## config.mk

```make
export PLATFORM = sky130hd
export DESIGN_NAME = source_connection_count_table_unit
export DESIGN_NICKNAME = d
export VERILOG_FILES = /design/src/hdl/scct_pkg.sv /design/src/hdl/source_connection_count_table_unit.sv /design/src/hdl/scct_front.sv /design/src/hdl/scct_back.sv
export VERILOG_INCLUDE_DIRS = /design/src /design/src/hdl
export SDC_FILE = /design/constraint.sdc
export NUM_CORES = 2
export LEC_CHECK = 0
export BUFFER_PORTS_ARGS = -buffer_cell sky130_fd_sc_hd__buf_2
export CORE_ASPECT_RATIO = 1.25
export CORE_MARGIN = 2
export CORE_UTILIZATION = 31
export DETAILED_ROUTE_END_ITERATION = 12
export PLACE_DENSITY = 0.41
export SYNTH_ARGS = -nofsm -noshare
export SYNTH_HDL_FRONTEND = slang
export SYNTH_SLANG_ARGS = --single-unit
```

## constraint.sdc

```tcl
create_clock -name clk -period 5.1 [get_ports clk]
set_clock_uncertainty 0.2 [all_clocks]
set_input_delay 0 -clock clk [delete_from_list [all_inputs] [get_ports clk]]
set_output_delay 0 -clock clk [all_outputs]
set_load 0.05 [all_outputs]
```

## src/hdl/source_connection_count_table_unit_assert.svh

```systemverilog
// ----------------------------------------------------------------------------
// Source connection count table: assertion macros
// Shared concurrent checks on clk, disabled while rst_n is low.
// ----------------------------------------------------------------------------
`ifndef SOURCE_CONNECTION_COUNT_TABLE_UNIT_ASSERT_SVH
`define SOURCE_CONNECTION_COUNT_TABLE_UNIT_ASSERT_SVH

// same-cycle implication
`define SCCT_ASSERT_NOW(lbl, ante, cons, msg) \
    lbl: assert property (@(posedge clk) disable iff (!rst_n) (ante) |-> (cons)) \
        else $error(msg);

// next-cycle implication
`define SCCT_ASSERT_NEXT(lbl, ante, cons, msg) \
    lbl: assert property (@(posedge clk) disable iff (!rst_n) (ante) |=> (cons)) \
        else $error(msg);

`endif

```

## src/hdl/scct_pkg.sv

```systemverilog
// ----------------------------------------------------------------------------
// Source connection count table: package
// Field types, result status codes and fixed constants.
// ----------------------------------------------------------------------------
`default_nettype none

package scct_pkg;

    typedef logic [31:0] addr_t;
    typedef logic [15:0] count_t;
    typedef logic [2:0]  status_t;
    typedef logic [4:0]  index_t;

    localparam status_t STATUS_IGNORED = 3'd0;
    localparam status_t STATUS_NEW     = 3'd1;
    localparam status_t STATUS_REPEAT  = 3'd2;
    localparam status_t STATUS_OVER    = 3'd3;
    localparam status_t STATUS_FULL    = 3'd4;

    localparam count_t COUNT_MAX       = 16'hFFFF;
    localparam count_t COUNT_ONE       = 16'd1;
    localparam count_t THRESHOLD_RESET = 16'd15;

    typedef struct packed {
        addr_t addr;
        logic  first;
        logic  ignore;
    } item_t;

endpackage

`default_nettype wire

```

## src/hdl/source_connection_count_table_unit.sv

```systemverilog
// ----------------------------------------------------------------------------
// Source connection count table unit
// Counts repeats of remote IPv4 addresses within one scan of connection beats.
// ----------------------------------------------------------------------------
// A beat is taken when start is high and busy is low; a two-deep queue holds
// beats while the table is being searched, so busy rises only when it fills.
// Each beat yields exactly one result, shown for one cycle with done high;
// the receiver cannot stall. The search walks used entries through a single
// read port, one entry at a time through a read state and a compare state:
// a zero address or a beat that lands on an empty table finishes in the
// cycle after it leaves the queue, while a hit or a miss finishes after the
// compare of the matching or last used entry. No clearing pass follows reset.
`default_nettype none

module source_connection_count_table_unit #(
    parameter int TABLE_DEPTH = 32
) (
    input  wire logic             clk,
    input  wire logic             rst_n,
    input  wire logic             start,
    output logic                  busy,
    input  wire scct_pkg::addr_t  remote_address,
    input  wire logic             first_of_scan,
    input  wire logic             cfg_wr_en,
    input  wire scct_pkg::count_t cfg_wr_data,
    output logic                  done,
    output scct_pkg::status_t     status,
    output scct_pkg::count_t      hit_count,
    output scct_pkg::index_t      entry_index
);
    import scct_pkg::*;

    item_t q_item;
    logic  q_valid;
    logic  q_pop;

    scct_front u_front (
        .clk            (clk),
        .rst_n          (rst_n),
        .start          (start),
        .remote_address (remote_address),
        .first_of_scan  (first_of_scan),
        .busy           (busy),
        .q_item         (q_item),
        .q_valid        (q_valid),
        .q_pop          (q_pop)
    );

    scct_back #(
        .TABLE_DEPTH (TABLE_DEPTH)
    ) u_back (
        .clk         (clk),
        .rst_n       (rst_n),
        .q_item      (q_item),
        .q_valid     (q_valid),
        .q_pop       (q_pop),
        .cfg_wr_en   (cfg_wr_en),
        .cfg_wr_data (cfg_wr_data),
        .done        (done),
        .status      (status),
        .hit_count   (hit_count),
        .entry_index (entry_index)
    );

endmodule

`default_nettype wire

```

## src/hdl/scct_front.sv

```systemverilog
// ----------------------------------------------------------------------------
// Source connection count table: front end
// Accepts records, marks zero addresses as ignored, queues them in order.
// ----------------------------------------------------------------------------
`default_nettype none

module scct_front (
    input  wire logic           clk,
    input  wire logic           rst_n,
    input  wire logic           start,
    input  wire scct_pkg::addr_t remote_address,
    input  wire logic           first_of_scan,
    output logic                busy,
    output scct_pkg::item_t     q_item,
    output logic                q_valid,
    input  wire logic           q_pop
);
    import scct_pkg::*;

    item_t      fifo_mem [2];
    logic       wr_ptr_reg;
    logic       wr_ptr_next;
    logic       rd_ptr_reg;
    logic       rd_ptr_next;
    logic [1:0] fill_reg;
    logic [1:0] fill_next;
    logic       push;
    logic       pop;
    item_t      in_item;

    assign busy    = (fill_reg == 2'd2);
    assign q_valid = (fill_reg != 2'd0);
    assign q_item  = fifo_mem[rd_ptr_reg];
    assign push    = start && !busy;
    assign pop     = q_pop && q_valid;

    always_comb
    begin
        in_item.addr   = remote_address;
        in_item.first  = first_of_scan;
        in_item.ignore = (remote_address == '0);
        wr_ptr_next    = push ? ~wr_ptr_reg : wr_ptr_reg;
        rd_ptr_next    = pop ? ~rd_ptr_reg : rd_ptr_reg;
        fill_next      = fill_reg + {1'b0, push} - {1'b0, pop};
    end

    always_ff @(posedge clk)
    begin
        if (push)
        begin
            fifo_mem[wr_ptr_reg] <= in_item;
        end
    end

    always_ff @(posedge clk or negedge rst_n)
    begin
        if (!rst_n)
        begin
            wr_ptr_reg <= 1'b0;
            rd_ptr_reg <= 1'b0;
            fill_reg   <= 2'd0;
        end
        else
        begin
            wr_ptr_reg <= wr_ptr_next;
            rd_ptr_reg <= rd_ptr_next;
            fill_reg   <= fill_next;
        end
    end

endmodule

`default_nettype wire

```

## src/hdl/scct_back.sv

```systemverilog
// ----------------------------------------------------------------------------
// Source connection count table: back end
// Scans used entries one at a time, updates, inserts or reports full; emits one result.
// ----------------------------------------------------------------------------
`default_nettype none
`include "source_connection_count_table_unit_assert.svh"

module scct_back #(
    parameter int TABLE_DEPTH = 32
) (
    input  wire logic             clk,
    input  wire logic             rst_n,
    input  wire scct_pkg::item_t  q_item,
    input  wire logic             q_valid,
    output logic                  q_pop,
    input  wire logic             cfg_wr_en,
    input  wire scct_pkg::count_t cfg_wr_data,
    output logic                  done,
    output scct_pkg::status_t     status,
    output scct_pkg::count_t      hit_count,
    output scct_pkg::index_t      entry_index
);
    import scct_pkg::*;

    localparam int IDX_W = $clog2(TABLE_DEPTH);
    localparam int CNT_W = $clog2(TABLE_DEPTH + 1);
    localparam logic [CNT_W-1:0] USED_FULL = CNT_W'(TABLE_DEPTH);

    localparam logic [1:0] S_IDLE = 2'd0;
    localparam logic [1:0] S_READ = 2'd1;
    localparam logic [1:0] S_COMP = 2'd2;

    addr_t  addr_mem [TABLE_DEPTH];
    count_t cnt_mem  [TABLE_DEPTH];

    logic [1:0]       state_reg;
    logic [1:0]       state_next;
    logic [CNT_W-1:0] used_reg;
    logic [CNT_W-1:0] used_next;
    count_t           thr_reg;
    addr_t            cur_addr_reg;
    addr_t            cur_addr_next;
    logic [IDX_W-1:0] idx_reg;
    logic [IDX_W-1:0] idx_next;
    addr_t            rd_addr_reg;
    count_t           rd_cnt_reg;
    logic             done_reg;
    logic             done_next;
    status_t          status_reg;
    status_t          status_next;
    count_t           hit_reg;
    count_t           hit_next;
    index_t           eidx_reg;
    index_t           eidx_next;

    logic             addr_we;
    logic             cnt_we;
    logic [IDX_W-1:0] wr_idx;
    addr_t            wr_addr;
    count_t           wr_cnt;
    logic [IDX_W-1:0] ent_idx;
    logic [IDX_W+4:0] ent_wide;
    logic [CNT_W-1:0] used_eff;
    logic             last_entry;
    count_t           cnt_inc;

    assign done        = done_reg;
    assign status      = status_reg;
    assign hit_count   = hit_reg;
    assign entry_index = eidx_reg;

    assign used_eff   = q_item.first ? '0 : used_reg;
    assign last_entry = ((CNT_W'(idx_reg) + CNT_W'(1)) == used_reg);
    assign cnt_inc    = (rd_cnt_reg == COUNT_MAX) ? rd_cnt_reg : rd_cnt_reg + COUNT_ONE;
    assign ent_wide   = {5'b0, ent_idx};

    always_comb
    begin
        state_next    = state_reg;
        used_next     = used_reg;
        cur_addr_next = cur_addr_reg;
        idx_next      = idx_reg;
        done_next     = 1'b0;
        status_next   = status_reg;
        hit_next      = hit_reg;
        eidx_next     = eidx_reg;
        q_pop         = 1'b0;
        addr_we       = 1'b0;
        cnt_we        = 1'b0;
        wr_idx        = idx_reg;
        wr_addr       = cur_addr_reg;
        wr_cnt        = COUNT_ONE;
        ent_idx       = idx_reg;
        case (state_reg)
            S_IDLE:
            begin
                if (q_valid)
                begin
                    q_pop         = 1'b1;
                    cur_addr_next = q_item.addr;
                    idx_next      = '0;
                    used_next     = used_eff;
                    if (q_item.ignore)
                    begin
                        done_next   = 1'b1;
                        status_next = STATUS_IGNORED;
                        hit_next    = '0;
                        eidx_next   = '0;
                    end
                    else if (used_eff == '0)
                    begin
                        ent_idx     = '0;
                        addr_we     = 1'b1;
                        cnt_we      = 1'b1;
                        wr_idx      = '0;
                        wr_addr     = q_item.addr;
                        used_next   = CNT_W'(1);
                        done_next   = 1'b1;
                        status_next = STATUS_NEW;
                        hit_next    = COUNT_ONE;
                        eidx_next   = ent_wide[4:0];
                    end
                    else
                    begin
                        state_next = S_READ;
                    end
                end
            end
            S_READ:
            begin
                state_next = S_COMP;
            end
            S_COMP:
            begin
                if (rd_addr_reg == cur_addr_reg)
                begin
                    cnt_we      = 1'b1;
                    wr_cnt      = cnt_inc;
                    done_next   = 1'b1;
                    status_next = (cnt_inc > thr_reg) ? STATUS_OVER : STATUS_REPEAT;
                    hit_next    = cnt_inc;
                    eidx_next   = ent_wide[4:0];
                    state_next  = S_IDLE;
                end
                else if (last_entry)
                begin
                    done_next  = 1'b1;
                    state_next = S_IDLE;
                    if (used_reg == USED_FULL)
                    begin
                        status_next = STATUS_FULL;
                        hit_next    = '0;
                        eidx_next   = '0;
                    end
                    else
                    begin
                        ent_idx     = used_reg[IDX_W-1:0];
                        addr_we     = 1'b1;
                        cnt_we      = 1'b1;
                        wr_idx      = used_reg[IDX_W-1:0];
                        used_next   = used_reg + CNT_W'(1);
                        status_next = STATUS_NEW;
                        hit_next    = COUNT_ONE;
                        eidx_next   = ent_wide[4:0];
                    end
                end
                else
                begin
                    idx_next   = idx_reg + IDX_W'(1);
                    state_next = S_READ;
                end
            end
            default:
            begin
                state_next = S_IDLE;
            end
        endcase
    end

    always_ff @(posedge clk)
    begin
        if (addr_we)
        begin
            addr_mem[wr_idx] <= wr_addr;
        end
        if (cnt_we)
        begin
            cnt_mem[wr_idx] <= wr_cnt;
        end
        if (state_reg == S_READ)
        begin
            rd_addr_reg <= addr_mem[idx_reg];
            rd_cnt_reg  <= cnt_mem[idx_reg];
        end
    end

    always_ff @(posedge clk)
    begin
        cur_addr_reg <= cur_addr_next;
        idx_reg      <= idx_next;
        status_reg   <= status_next;
        hit_reg      <= hit_next;
        eidx_reg     <= eidx_next;
    end

    always_ff @(posedge clk or negedge rst_n)
    begin
        if (!rst_n)
        begin
            state_reg <= S_IDLE;
            used_reg  <= '0;
            done_reg  <= 1'b0;
            thr_reg   <= THRESHOLD_RESET;
        end
        else
        begin
            state_reg <= state_next;
            used_reg  <= used_next;
            done_reg  <= done_next;
            if (cfg_wr_en)
            begin
                thr_reg <= cfg_wr_data;
            end
        end
    end

    `SCCT_ASSERT_NOW(a_used_bound, 1'b1, used_reg <= USED_FULL, "entry count past depth")
    `SCCT_ASSERT_NOW(a_scan_in_range, state_reg == S_COMP, CNT_W'(idx_reg) < used_reg,
        "scan index past used entries")
    `SCCT_ASSERT_NOW(a_empty_result,
        done_reg && (status_reg == STATUS_IGNORED || status_reg == STATUS_FULL),
        hit_reg == '0 && eidx_reg == '0, "ignored or full result carries data")
    `SCCT_ASSERT_NEXT(a_new_grows, done_next && status_next == STATUS_NEW,
        used_reg != '0 && hit_reg == COUNT_ONE, "new entry without count growth")
    `SCCT_ASSERT_NOW(a_full_only_full, done_reg && status_reg == STATUS_FULL,
        used_reg == USED_FULL, "table full reported with free entries")

endmodule

`default_nettype wire
```

==> summary.md <==
| Metric | Value |
|---|---|
| Largest stage delay on the critical path | 0.42 ns |
| Post-synthesis compound-gate area fraction | 0.6558% |
| Pleak | 25.12 nW |
| Fmax | 0.2209 GHz |
| Worst-Margin Slew | 1.154 ns |
| Initial DRT Pass Iterations | 5 |
| First-pass GRT wire length | 262.4 mm |
| CTS tree | done |
| GRT Total Usage | 16.80% |
| Hold Buf Count CTS | 136 |
| Sink Count | 1742 |
| Die Area | 0.2216 mm2 |
| Port bufs | 78 |
| Hold path cells | 3 |
| Critical Path Most Common Cell | a21o_1 |
| Layout Cells excl Fill | 6365 |
| NumNets Final | 3396 |
| Clock Pin Slew Worst Setup and Hold Paths | 0.06 ns |
| Syn avg cell area | 23.15 um2 |
| Max reg flops | 1024 |
| Slowest library cell on the worst path | edfxtp_1 |
| Status | finished clean |
| FF-to-FF Start | u_back.rd_cnt_reg[2] |
| Largest net degree at the start of global routing | 120 |
| Setup bufs post-CTS | 0 |
| DRT iter0 DRCs | 2530 |
| Post-synthesis mux area share | 18.11% |
| Worst VDD drop | 0.4173 mV |
| GRT overflow | 0 |
| Max clock buf depth | 3 |
| Hold path startpoint | start |
| Unrepaired setup endpoints after global routing | false |
| H-tree level count | 4 |
| Synth Net Count | 2993 |
| Tcrit/Tclk final | 88.76% |
| Sum Neg Setup Slack | 0 ns |
| Ys flop type | edfxtp_1 |
| Synth Area in XOR/XNOR | 0.7651% |
| CP Class | register to register |
| Cell family with most CP delay | compound AO/OA/AOI/OAI gates |
| Largest family of logic cells by synthesized area | multiplexers |
| Most common library cells after synthesis | 1713 x edfxtp_1, 480 x mux4_2, 121 x mux2_2, 89 x clkbuf_1, 83 x nor2_1 |
| Startpoint types | register |
| Share of the synthesized area in the top cell type | 76.16% |
| Mapped Area | 0.06754 mm2 |
| Register area share after synthesis | 77.25% |
| EDFF count, synth | 1713 |
| CTS Root Cell | clkbuf_16 |
| Boundary Pins | 79 |
| CP endpoint kind | register |
| Clk_lat worst skew | 0.85 ns |
| Final ANT Viol Nets | 0 |
| Remaining DRCs | 0 |
| Share of layout cells above drive strength 1 | 33.58% |
| Worst EP arrival | 4.88 ns |
| Vias in the first global route | 34.05k |
| Num rows | 191 |
| Setup WS post-layout | 0.5731 ns |
| Most frequent cell after synthesis | edfxtp_1 |
| Final wirelength | 187.1 mm |
| R2R Setup Slk | 0.57 ns |
| Dpl hpwl | 102.1 mm |
| Tmin final | 4.527 ns |
| Die height | 525.9 um |
| Horiz. Die Dim | 421.5 um |
| Synth unique cells | 52 |
| Final hold violation count | 0 |
| Final Power | 46.18 mW |
| CP bufs+invs | 0 |
| Crit path max fanout | 5 |
| Simple logic cell fraction of the synthesized area | 1.825% |
| Placer Congestion | 0.7690 |
| Vias | 31.51k |
| Area Growth Syn to Fin | 18.42% |
| Biggest register | u_back.addr_mem |
| P per Cell Area | 577.4 mW/mm2 |
| Worst slack, placed | 0.5524 ns |
| Antenna violations before repair | 8 |
| Core Util, Final | 36.94% |
| Worst-path cell chain | and4_1 > and4_1 > nand3_1 > or3_1 > and3_1 > and3_1 > xor2_1 > ha_1 > a21o_1 > a21o_1 > a21o_1 > a21o_1 > a221o_1 > a2111oi_0 > a211o_1 > o21ai_0 |
| Fill cells | 19.80k |
| Vias/cell | 4.950 |
| Synth top area cells | edfxtp_1 76%, mux4_2 16%, mux2_2 2.0%, dfrtp_1 0.93%, clkbuf_1 0.49% |
| Placed insts | 5893 |
| Req. time, crit path | 5.46 ns |
| Biggest regs | u_back.addr_mem x1024, u_back.cnt_mem x512, u_front.fifo_mem x68 |
| Post-CTS Resized | 0 |
| Slew HR | 23.08% |
| RR Endpoint | u_back.status[0] |
| Initial core utilization | 31.19% |
| Cells on worst reg2reg path | 16 |
| Hold endpoint | u_front.fifo_mem[1][32] |
| Yosys reg bits | 1742 |
| Yosys top cell by area | edfxtp_1 |
| Final max-slew violation count | 0 |
| Max_cap viols | 0 |
| Post-Synth Adder-Cell Area | 0.4076% |
| Ys Warns | 0 |
| Synthesized instance count | 2918 |
| CTS Buf Count | 185 |
| Setup-failing EPs final | 0 |
| Avg WL per Cell | 29.40 um |
| Ys async rst share | 1.665% |
| Worst hold path class | input pin to register |
| Core area | 0.2165 mm2 |
==> worst register-to-register path, stage by stage (launching register included) <==
cell and delay, ns:
edfxtp_1 0.42, and4_1 0.27, and4_1 0.29, nand3_1 0.16
or3_1 0.35, and3_1 0.24, and3_1 0.20, xor2_1 0.19
ha_1 0.29, a21o_1 0.17, a21o_1 0.18, a21o_1 0.18
a21o_1 0.18, a221o_1 0.29, a2111oi_0 0.42, a211o_1 0.15
o21ai_0 0.07
==> worst max-delay path by stage <==
stage                                  startpoint                 endpoint  cells past startpoint  slack, ns
after floorplan               u_back.state_reg[0]   u_back.addr_mem[31][0]                     10       0.38
after global placement       u_back.rd_cnt_reg[2]         u_back.status[0]                     16       0.47
after detailed placement  u_back.cur_addr_reg[10]  u_back.addr_mem[18][24]                     10       0.55
after CTS                 u_back.cur_addr_reg[10]   u_back.addr_mem[18][9]                     10       0.51
after global routing         u_back.rd_cnt_reg[2]         u_back.status[0]                     16       0.21
final                        u_back.rd_cnt_reg[2]         u_back.status[0]                     16       0.57
==> report_power, final <==
group	internal (mW)	total, mW	switching (mW)
Sequential	19.2	19.7	0.515
Clock	7.34	12.9	5.59
Combinational	5.23	13.5	8.28
==> area by class of cell <==
| type | count | area (um2) | area share [%] |
|---|---|---|---|
| Inverter | 28 | 112.6 | 0.1408 |
| Timing Repair Buffer | 359 | 3226 | 4.033 |
| Tap cell | 2895 | 3622 | 4.529 |
| Clock buffer | 237 | 4888 | 6.112 |
| Sequential cell | 1742 | 52170 | 65.23 |
| Clock inverter | 98 | 883.3 | 1.104 |
| Antenna cell | 1 | 2.502 | 0.003129 |
| Multi-Input combinational cell | 1005 | 15070 | 18.85 |
==> layout by cell type (no fill, tap or decap), types with 36 or more instances in the layout <==
cell type and count:
buf_4 115, clkbuf_16 188, clkinv_1 36, dlygate4sd3_1 135, mux2_2 121, mux4_2 480
clkbuf_1 49, nand2_1 48, edfxtp_1 1713, buf_2 78
==> per-layer routing <==
| metal | vias up | global-route usage (%) | routed length, um |
|---|---|---|---|
| met5 | - | 0 | 0 |
| li1 | 13171 | - | - |
| met3 | 256 | 2.269 | 6146 |
| met1 | 17407 | 21.02 | 77370 |
| met2 | 671 | 29.93 | 98180 |
| met4 | 0 | 5.462 | 5409 |
==> cell families after synthesis <==
group                    count (synthesis)
flip-flops                            1742
multiplexers                           607
AND/OR/NAND/NOR                        251
buffers and inverters                  171
AO/OA/AOI/OAI                           70
XOR/XNOR                                55
adder cells (fa/ha/maj)                 22
==> stage by stage <==
step,cell area (um2),hold slack (ns)
global placement,72830,-0.08798
floorplan,67540,-0.4956
global route,79980,0.07822
CTS,79980,0.04123
finish,79980,0.08027
detailed placement,72830,-0.06802
Power figures use the tool's default switching activity.
